==> src/design/hsvh_pkg.sv <==
// Shared types, constants and helpers for the hsv color histogram.
// Used by hsvh_bin_map, hsvh_count_table and hsv_color_histogram.

package hsvh_pkg;

    // pixel component and counter widths
    localparam int PIX_W   = 12;
    localparam int COUNT_W = 24;
    localparam int MODE_W  = 2;
    localparam int QIDX_W  = 5;   // index within one axis, up to 32 bins
    localparam int QBIN_W  = 6;   // bin count of one axis, up to 32

    localparam logic [COUNT_W-1:0] COUNT_MAX = {COUNT_W{1'b1}};

    // default bin counts per axis
    localparam int HUE_BINS_DEF = 10;
    localparam int SAT_BINS_DEF = 10;
    localparam int VAL_BINS_DEF = 10;

    // operation codes on the mode field
    localparam logic [MODE_W-1:0] MODE_ACCUM = 2'd0;
    localparam logic [MODE_W-1:0] MODE_READ  = 2'd1;
    localparam logic [MODE_W-1:0] MODE_CLEAR = 2'd2;

    // configuration register indexes
    localparam int CFG_IDX_W = 2;
    localparam logic [CFG_IDX_W-1:0] REG_SAT_THR = 2'd0;
    localparam logic [CFG_IDX_W-1:0] REG_VAL_THR = 2'd1;

    // threshold reset values
    localparam logic [PIX_W-1:0] SAT_THR_RST = 12'd410;
    localparam logic [PIX_W-1:0] VAL_THR_RST = 12'd819;

    // decoded operation travelling with an item
    typedef struct packed {
        logic acc;        // increment the bin
        logic rd;         // read the bin
        logic clr;        // clear the whole table
        logic colorless;  // bin is one of the value-only bins
        logic in_range;   // bin index addresses a real bin
    } hsvh_op_t;

    // floor(x * n_bins / 4096), clamped to n_bins - 1
    function automatic logic [QIDX_W-1:0] quantize(input logic [PIX_W-1:0] x,
                                                   input logic [QBIN_W-1:0] n_bins);
        logic [PIX_W+QBIN_W-1:0] prod;
        logic [QBIN_W-1:0]       q;
        logic [QBIN_W-1:0]       top;
        prod = (PIX_W+QBIN_W)'(x) * (PIX_W+QBIN_W)'(n_bins);
        q    = prod[PIX_W+QBIN_W-1:PIX_W];
        top  = n_bins - QBIN_W'(1);
        if (q > top) begin
            q = top;
        end
        return q[QIDX_W-1:0];
    endfunction

endpackage

==> src/design/hsvh_bin_map.sv <==
// Maps one incoming beat to a bin index and a decoded operation.
// Depends on hsvh_pkg for widths, mode codes and the quantizer.

module hsvh_bin_map #(
    parameter int HUE_BINS = hsvh_pkg::HUE_BINS_DEF,
    parameter int SAT_BINS = hsvh_pkg::SAT_BINS_DEF,
    parameter int VAL_BINS = hsvh_pkg::VAL_BINS_DEF,
    parameter int BIN_W    = 7
) (
    input  logic [hsvh_pkg::MODE_W-1:0] mode,
    input  logic [hsvh_pkg::PIX_W-1:0]  hue,
    input  logic [hsvh_pkg::PIX_W-1:0]  sat,
    input  logic [hsvh_pkg::PIX_W-1:0]  val,
    input  logic [BIN_W-1:0]            read_index,
    input  logic [hsvh_pkg::PIX_W-1:0]  sat_thr,
    input  logic [hsvh_pkg::PIX_W-1:0]  val_thr,
    output hsvh_pkg::hsvh_op_t          op,
    output logic [BIN_W-1:0]            bin
);

    localparam int COLORFUL_BINS = HUE_BINS * SAT_BINS;
    localparam int NUM_BINS      = COLORFUL_BINS + VAL_BINS;

    logic [hsvh_pkg::QIDX_W-1:0] qh;
    logic [hsvh_pkg::QIDX_W-1:0] qs;
    logic [hsvh_pkg::QIDX_W-1:0] qv;
    logic                        pix_colorless;
    logic [BIN_W-1:0]            pix_bin;
    logic                        rd_in_range;

    // per-axis quantization
    assign qh = hsvh_pkg::quantize(hue, hsvh_pkg::QBIN_W'(HUE_BINS));
    assign qs = hsvh_pkg::quantize(sat, hsvh_pkg::QBIN_W'(SAT_BINS));
    assign qv = hsvh_pkg::quantize(val, hsvh_pkg::QBIN_W'(VAL_BINS));

    // colorless when either component falls under its threshold
    assign pix_colorless = (sat < sat_thr) || (val < val_thr);

    assign pix_bin = pix_colorless
        ? (BIN_W'(COLORFUL_BINS) + BIN_W'(qv))
        : (BIN_W'(qs) * BIN_W'(HUE_BINS) + BIN_W'(qh));

    assign rd_in_range = (read_index < BIN_W'(NUM_BINS));

    // operation decode
    always_comb begin
        op  = '0;
        bin = '0;
        case (mode)
            hsvh_pkg::MODE_ACCUM: begin
                op.acc       = 1'b1;
                op.colorless = pix_colorless;
                op.in_range  = 1'b1;
                bin          = pix_bin;
            end
            hsvh_pkg::MODE_READ: begin
                op.rd        = 1'b1;
                op.in_range  = rd_in_range;
                op.colorless = rd_in_range && (read_index >= BIN_W'(COLORFUL_BINS));
                bin          = read_index;
            end
            hsvh_pkg::MODE_CLEAR: begin
                op.clr = 1'b1;
            end
            default: begin
                op  = '0;
                bin = '0;
            end
        endcase
    end

endmodule

==> src/design/hsvh_count_table.sv <==
// Bin counter memory with per-entry valid bits, the update stage and
// write-to-read forwarding. Depends on hsvh_pkg for types and widths.

module hsvh_count_table #(
    parameter int NUM_BINS = 110,
    parameter int BIN_W    = 7
) (
    input  logic                         aclk,
    input  logic                         aresetn,
    input  logic                         in_fire,
    input  hsvh_pkg::hsvh_op_t           in_op,
    input  logic [BIN_W-1:0]             in_bin,
    input  logic                         st_move,
    output logic                         st_valid,
    output hsvh_pkg::hsvh_op_t           st_op,
    output logic [BIN_W-1:0]             st_bin,
    output logic [hsvh_pkg::COUNT_W-1:0] res_count,
    output logic                         res_sat
);

    logic [hsvh_pkg::COUNT_W-1:0] count_mem [NUM_BINS];
    logic [NUM_BINS-1:0]          ent_valid_reg;

    logic                         st_valid_reg;
    hsvh_pkg::hsvh_op_t           st_op_reg;
    logic [BIN_W-1:0]             st_bin_reg;
    logic [hsvh_pkg::COUNT_W-1:0] rd_data_reg;
    logic                         rd_valid_reg;
    logic                         fwd_zero_reg;
    logic                         fwd_hit_reg;
    logic [hsvh_pkg::COUNT_W-1:0] fwd_data_reg;

    logic [hsvh_pkg::COUNT_W-1:0] old_count;
    logic [hsvh_pkg::COUNT_W-1:0] new_count;
    logic                         at_max;
    logic                         st_write;
    logic                         in_hit;

    assign st_valid = st_valid_reg;
    assign st_op    = st_op_reg;
    assign st_bin   = st_bin_reg;

    // current count: forwarded from the beat ahead, else memory if written
    always_comb begin
        if (fwd_zero_reg) begin
            old_count = '0;
        end else if (fwd_hit_reg) begin
            old_count = fwd_data_reg;
        end else if (rd_valid_reg) begin
            old_count = rd_data_reg;
        end else begin
            old_count = '0;
        end
    end

    // saturating increment
    assign at_max    = (old_count == hsvh_pkg::COUNT_MAX);
    assign new_count = at_max ? hsvh_pkg::COUNT_MAX : old_count + 1'b1;

    assign st_write = st_move && st_op_reg.acc;
    assign in_hit   = st_write && (st_bin_reg == in_bin);

    // result of the update stage
    always_comb begin
        res_count = '0;
        res_sat   = 1'b0;
        if (st_op_reg.acc) begin
            res_count = new_count;
            res_sat   = at_max;
        end else if (st_op_reg.rd && st_op_reg.in_range) begin
            res_count = old_count;
            res_sat   = at_max;
        end
    end

    // stage occupancy
    always_ff @(posedge aclk) begin
        if (!aresetn) begin
            st_valid_reg <= 1'b0;
        end else if (in_fire) begin
            st_valid_reg <= 1'b1;
        end else if (st_move) begin
            st_valid_reg <= 1'b0;
        end
    end

    // stage payload, read port and forwarding flags
    always_ff @(posedge aclk) begin
        if (in_fire) begin
            st_op_reg    <= in_op;
            st_bin_reg   <= in_bin;
            rd_data_reg  <= count_mem[in_bin];
            rd_valid_reg <= in_op.in_range && ent_valid_reg[in_bin];
            fwd_zero_reg <= st_move && st_op_reg.clr;
            fwd_hit_reg  <= in_hit;
            fwd_data_reg <= new_count;
        end
    end

    // write port
    always_ff @(posedge aclk) begin
        if (st_write) begin
            count_mem[st_bin_reg] <= new_count;
        end
    end

    // entry valid bits, cleared by reset and by the clear operation
    always_ff @(posedge aclk) begin
        if (!aresetn) begin
            ent_valid_reg <= '0;
        end else if (st_move && st_op_reg.clr) begin
            ent_valid_reg <= '0;
        end else if (st_write) begin
            ent_valid_reg[st_bin_reg] <= 1'b1;
        end
    end

endmodule

==> src/design/hsv_color_histogram.sv <==
// HSV color histogram: bins pixels into hue-by-saturation and colorless bins.
// Beats pass the update stage, then the result register; one beat per cycle
// unless m_ready stalls, set by the single bin counter read-modify-write.
// Reset: thresholds return to 410 and 819, all bin counts read as zero at once.
// Depends on hsvh_pkg, hsvh_bin_map and hsvh_count_table.

module hsv_color_histogram #(
    parameter int HUE_BINS = hsvh_pkg::HUE_BINS_DEF,
    parameter int SAT_BINS = hsvh_pkg::SAT_BINS_DEF,
    parameter int VAL_BINS = hsvh_pkg::VAL_BINS_DEF,
    localparam int NUM_BINS = HUE_BINS * SAT_BINS + VAL_BINS,
    localparam int BIN_W    = $clog2(NUM_BINS)
) (
    input  logic                             aclk,
    input  logic                             aresetn,
    // configuration write channel
    input  logic                             cfg_valid,
    output logic                             cfg_ready,
    input  logic [hsvh_pkg::CFG_IDX_W-1:0]   cfg_index,
    input  logic [hsvh_pkg::PIX_W-1:0]       cfg_data,
    // input channel
    input  logic                             s_valid,
    output logic                             s_ready,
    input  logic [hsvh_pkg::MODE_W-1:0]      s_mode,
    input  logic [hsvh_pkg::PIX_W-1:0]       s_hue,
    input  logic [hsvh_pkg::PIX_W-1:0]       s_sat,
    input  logic [hsvh_pkg::PIX_W-1:0]       s_val,
    input  logic [BIN_W-1:0]                 s_read_index,
    // result channel
    output logic                             m_valid,
    input  logic                             m_ready,
    output logic [BIN_W-1:0]                 m_bin_index,
    output logic [hsvh_pkg::COUNT_W-1:0]     m_bin_count,
    output logic                             m_colorless,
    output logic                             m_count_saturated
);

    logic [hsvh_pkg::PIX_W-1:0]   sat_thr_reg;
    logic [hsvh_pkg::PIX_W-1:0]   val_thr_reg;

    hsvh_pkg::hsvh_op_t           in_op;
    logic [BIN_W-1:0]             in_bin;
    logic                         in_fire;

    logic                         st_valid;
    hsvh_pkg::hsvh_op_t           st_op;
    logic [BIN_W-1:0]             st_bin;
    logic                         st_move;
    logic [hsvh_pkg::COUNT_W-1:0] res_count;
    logic                         res_sat;

    logic                         m_valid_reg;
    logic [BIN_W-1:0]             m_bin_index_reg;
    logic [hsvh_pkg::COUNT_W-1:0] m_bin_count_reg;
    logic                         m_colorless_reg;
    logic                         m_count_saturated_reg;

    // configuration registers
    assign cfg_ready = 1'b1;

    always_ff @(posedge aclk) begin
        if (!aresetn) begin
            sat_thr_reg <= hsvh_pkg::SAT_THR_RST;
            val_thr_reg <= hsvh_pkg::VAL_THR_RST;
        end else if (cfg_valid && cfg_ready) begin
            case (cfg_index)
                hsvh_pkg::REG_SAT_THR: sat_thr_reg <= cfg_data;
                hsvh_pkg::REG_VAL_THR: val_thr_reg <= cfg_data;
                default: begin
                end
            endcase
        end
    end

    // handshake: update stage moves when the result register is free or drains
    assign st_move = st_valid && (!m_valid_reg || m_ready);
    assign s_ready = !st_valid || st_move;
    assign in_fire = s_valid && s_ready;

    // bin selection for the incoming beat
    hsvh_bin_map #(
        .HUE_BINS (HUE_BINS),
        .SAT_BINS (SAT_BINS),
        .VAL_BINS (VAL_BINS),
        .BIN_W    (BIN_W)
    ) u_bin_map (
        .mode       (s_mode),
        .hue        (s_hue),
        .sat        (s_sat),
        .val        (s_val),
        .read_index (s_read_index),
        .sat_thr    (sat_thr_reg),
        .val_thr    (val_thr_reg),
        .op         (in_op),
        .bin        (in_bin)
    );

    // counter table and update stage
    hsvh_count_table #(
        .NUM_BINS (NUM_BINS),
        .BIN_W    (BIN_W)
    ) u_count_table (
        .aclk      (aclk),
        .aresetn   (aresetn),
        .in_fire   (in_fire),
        .in_op     (in_op),
        .in_bin    (in_bin),
        .st_move   (st_move),
        .st_valid  (st_valid),
        .st_op     (st_op),
        .st_bin    (st_bin),
        .res_count (res_count),
        .res_sat   (res_sat)
    );

    // result register valid
    always_ff @(posedge aclk) begin
        if (!aresetn) begin
            m_valid_reg <= 1'b0;
        end else if (st_move) begin
            m_valid_reg <= 1'b1;
        end else if (m_ready) begin
            m_valid_reg <= 1'b0;
        end
    end

    // result register payload
    always_ff @(posedge aclk) begin
        if (st_move) begin
            m_bin_index_reg       <= (st_op.acc || st_op.rd) ? st_bin : '0;
            m_bin_count_reg       <= res_count;
            m_colorless_reg       <= (st_op.acc || st_op.rd) && st_op.colorless;
            m_count_saturated_reg <= res_sat;
        end
    end

    assign m_valid           = m_valid_reg;
    assign m_bin_index       = m_bin_index_reg;
    assign m_bin_count       = m_bin_count_reg;
    assign m_colorless       = m_colorless_reg;
    assign m_count_saturated = m_count_saturated_reg;

endmodule

==> config.mk <==
export PLATFORM = sky130hd
export DESIGN_NAME = hsv_color_histogram
export DESIGN_NICKNAME = d
export VERILOG_FILES = /design/src/design/hsvh_pkg.sv /design/src/design/hsvh_bin_map.sv /design/src/design/hsvh_count_table.sv /design/src/design/hsv_color_histogram.sv
export SDC_FILE = /design/constraint.sdc
export NUM_CORES = 2
export LEC_CHECK = 0
export BUFFER_PORTS_ARGS = -buffer_cell sky130_fd_sc_hd__buf_2
export CAP_MARGIN = 5
export CORE_UTILIZATION = 40
export CTS_CLUSTER_SIZE = 25
export DETAILED_ROUTE_END_ITERATION = 8
export SLEW_MARGIN = 30
export SYNTH_ARGS = -nofsm -noshare
export SYNTH_HDL_FRONTEND = slang
export SYNTH_SLANG_ARGS = --single-unit
==> constraint.sdc <==
create_clock -name aclk -period 7.35 [get_ports aclk]
set_input_delay 1.1025 -clock aclk [delete_from_list [all_inputs] [get_ports aclk]]
set_output_delay 1.1025 -clock aclk [all_outputs]
set_load 0.01 [all_outputs]
==> impl_metrics.yaml <==
sta:
  fmax_mhz: 141.6
  finClkSkew_ns: 0.04992
  fin_crit_ns: 7.064
  hold_viol: 0
  finalCritPeriodShare: 0.9611
  holdWs_ns: 0.4625
  rsz0062_at_grt: "no"
  timing.final.max_slew_violations: 0
  setup_tns_ns: 0
  max_slew_margin: 0.2738
  setup_violations: 0
  tightest_slew_ns: 1.062
die:
  fp-row-count: 197
  core_area_um2: 289100
  io_pins: 100
  dieHeight_um: 542.0
  die_w_um: 542.0
  dieArea_um2: 293700
  floorplan.initialDensity: 0.4034
finish:
  finish.utilization: 0.4713
  largest_reg_flops: 2640
  fillers: 24960
  drive_gt1_frac: 0.1550
  syn2layout_area_growth_pct: 16.83
  fin_nets: 9158
  layout.cells.non_filler: 13130
synthesis:
  synth_area_per_cell_um2: 13.65
  synth-edff-count: 2736
  async_flop_share: 0
  synth_common_cells: "edfxtp_1 (2736), nand2_1 (2047), nand3_1 (739)"
  synth_seq_cells: 2872
  synthCells: 8547
  synth_most_common_cell: "edfxtp_1"
  yosysSeqAreaShare: 0.7278
  yosysTopAreaCell: "edfxtp_1"
  synthDistinctLibCells: 96
  synth.top_cell.area_share: 0.7045
  synth_nets: 8696
  dominantRegCellSynth: "edfxtp_1"
  ys_warn_count: 0
  synth.area.top_cells: "edfxtp_1 (70%), nand2_1 (6.6%), nand3_1 (3.2%)"
  syn_area_um2: 116600
route:
  postRouteAntennaNets: 0
  vias_per_cell: 5.986
  finalWirelength_um: 394700
  vias: 78590
  drt_iter0_drc: 12450
  drcViolationCount: 0
  wl_per_cell_um: 30.07
  drt_pass1_iterations: 6
placed_design:
  place_inst: 12590
  dp_hpwl_um: 243300
  io_buffer_count: 98
  gp_congestion: 0.9314
clocking:
  cts_root_buf: "clkbuf_16"
  clockBufferDepth: 4
  post-cts-setup-buffer-count: 0
  insertion_delay_ns: 0.89
  cts_resized: 0
  cts_tree: "built"
  cts.sink_count: 2872
  postCtsHoldBufs: 0
  htree_levels: 5
  clk_pin_slew_ns: 0.06
  cts_made_buffers: 296
global_routing:
  antenna_found_initial: 23
  grt_pass1_vias: 73310
  grt_max_degree: 112
  grt_pass1_wl_um: 553000
  grt_overflow: 0
  grt_usage: 0.2624
pwr:
  max-vdd-ir-drop_v: 0.0001790
  power_density_nw_per_um2: 285.8
  leakagePower_uw: 0.04685
worst_setup_path:
  cp-end-kind: "flip-flop"
  worstSetupStartpointType: "input pin"
  worstSetupPathType: "input pin to flip-flop"
  regToRegSetupSlack_ns: 0.70
  critPathMaxFanout: 89
  crit_required_ns: 7.93
  crit_arrival_ns: 7.65
run_status:
  status: "finished, final reports clean"
run:
  cap_violations: 0
worst_hold_path:
  worstHoldPathType: "input pin to flip-flop"
==> kinds of logic after synthesis <==
kind of cell,after synthesis,synth area share
adder cells (fa/ha/maj),87,0.009355
other,1,0.00003215
multiplexers,287,0.03319
buffers and inverters,604,0.02374
XOR/XNOR,31,0.002328
AO/OA/AOI/OAI,1254,0.07673
AND/OR/NAND/NOR,3411,0.1268
flip-flops,2872,0.7278
==> routing by layer <==
layer,global-route usage,share of wire
met5,0,0.000089
met4,0.1212,0.052
met3,0.05970,0.12
met2,0.3930,0.44
met1,0.3627,0.39
==> cell usage in the layout, fill, tap and decap left out, drive strengths merged, types with 63 or more instances in the layout <==
cell type,instances
clkinv,98
mux2i,200
edfxtp,2736
nor2,232
dfxtp,136
o21a,119
a221oi,65
clkbuf,392
a31oi,159
a311oi,126
buf,727
nand3,739
a22oi,65
mux4,79
and3,108
and2,63
a21oi,222
a211oi,95
ha,84
o21ai,115
nand2,2048
==> layout make-up <==
cell class / count / area (um^2) / area share
Sequential cell: 2872 / 84880 / 0.6230
Multi-Input combinational cell: 5071 / 29750 / 0.2183
Inverter: 41 / 191.4 / 0.001405
Clock inverter: 138 / 1279 / 0.009385
Tap cell: 3880 / 4855 / 0.03563
Clock buffer: 392 / 8180 / 0.06004
Timing Repair Buffer: 727 / 7102 / 0.05212
Antenna cell: 7 / 17.52 / 0.0001286
==> path summary, 6_finish.rpt <==
kind,from,to,depth (start not counted)
worst min-delay path,cfg_data[0],val_thr_reg[0],3
worst min register to register,u_count_table.ent_valid_reg[44],u_count_table.ent_valid_reg[44],1
worst max register to register,u_count_table.rd_valid_reg,u_count_table.count_mem[11][15],17
worst max-delay path,s_sat[8],u_count_table.rd_data_reg[0],24
==> where the power goes <==
part	switching, uW	internal, uW
registers	109	18200
logic	3990	1700
clock network	6310	8590
==> through the flow <==
step | setup slack [ns] | instance area [um^2] | power (uW)
2_1_floorplan | 0.2133 | 116600 | 21440
3_3_place_gp | -2.000 | 125900 | 24130
3_5_place_dp | -0.4040 | 126700 | 24220
4_1_cts | 0.5019 | 136200 | 38920
5_1_grt | 0.1440 | 136200 | 39840
6_report | 0.2857 | 136300 | 38940
==> worst max-delay path, cell delays in order <==
cell and delay (ns):
buf_2 0.12, ha_1 0.29, ha_1 0.21, or4_1 0.52, o21a_1 0.18, a21oi_1 0.23, nor2b_1 0.07, nor2_1 0.15
nor2b_1 0.08, nor2b_1 0.14, o21ai_0 0.20, nand3_1 0.16, ha_1 0.27, fa_1 0.47, xor2_1 0.16, o31ai_1 0.27
o21a_4 0.33, buf_12 0.22, buf_12 0.33, a311oi_1 0.18, o21ai_0 0.73, o211ai_1 0.21, nor2_2 0.65, a211oi_1 0.20
Power figures use the tool's default switching activity.
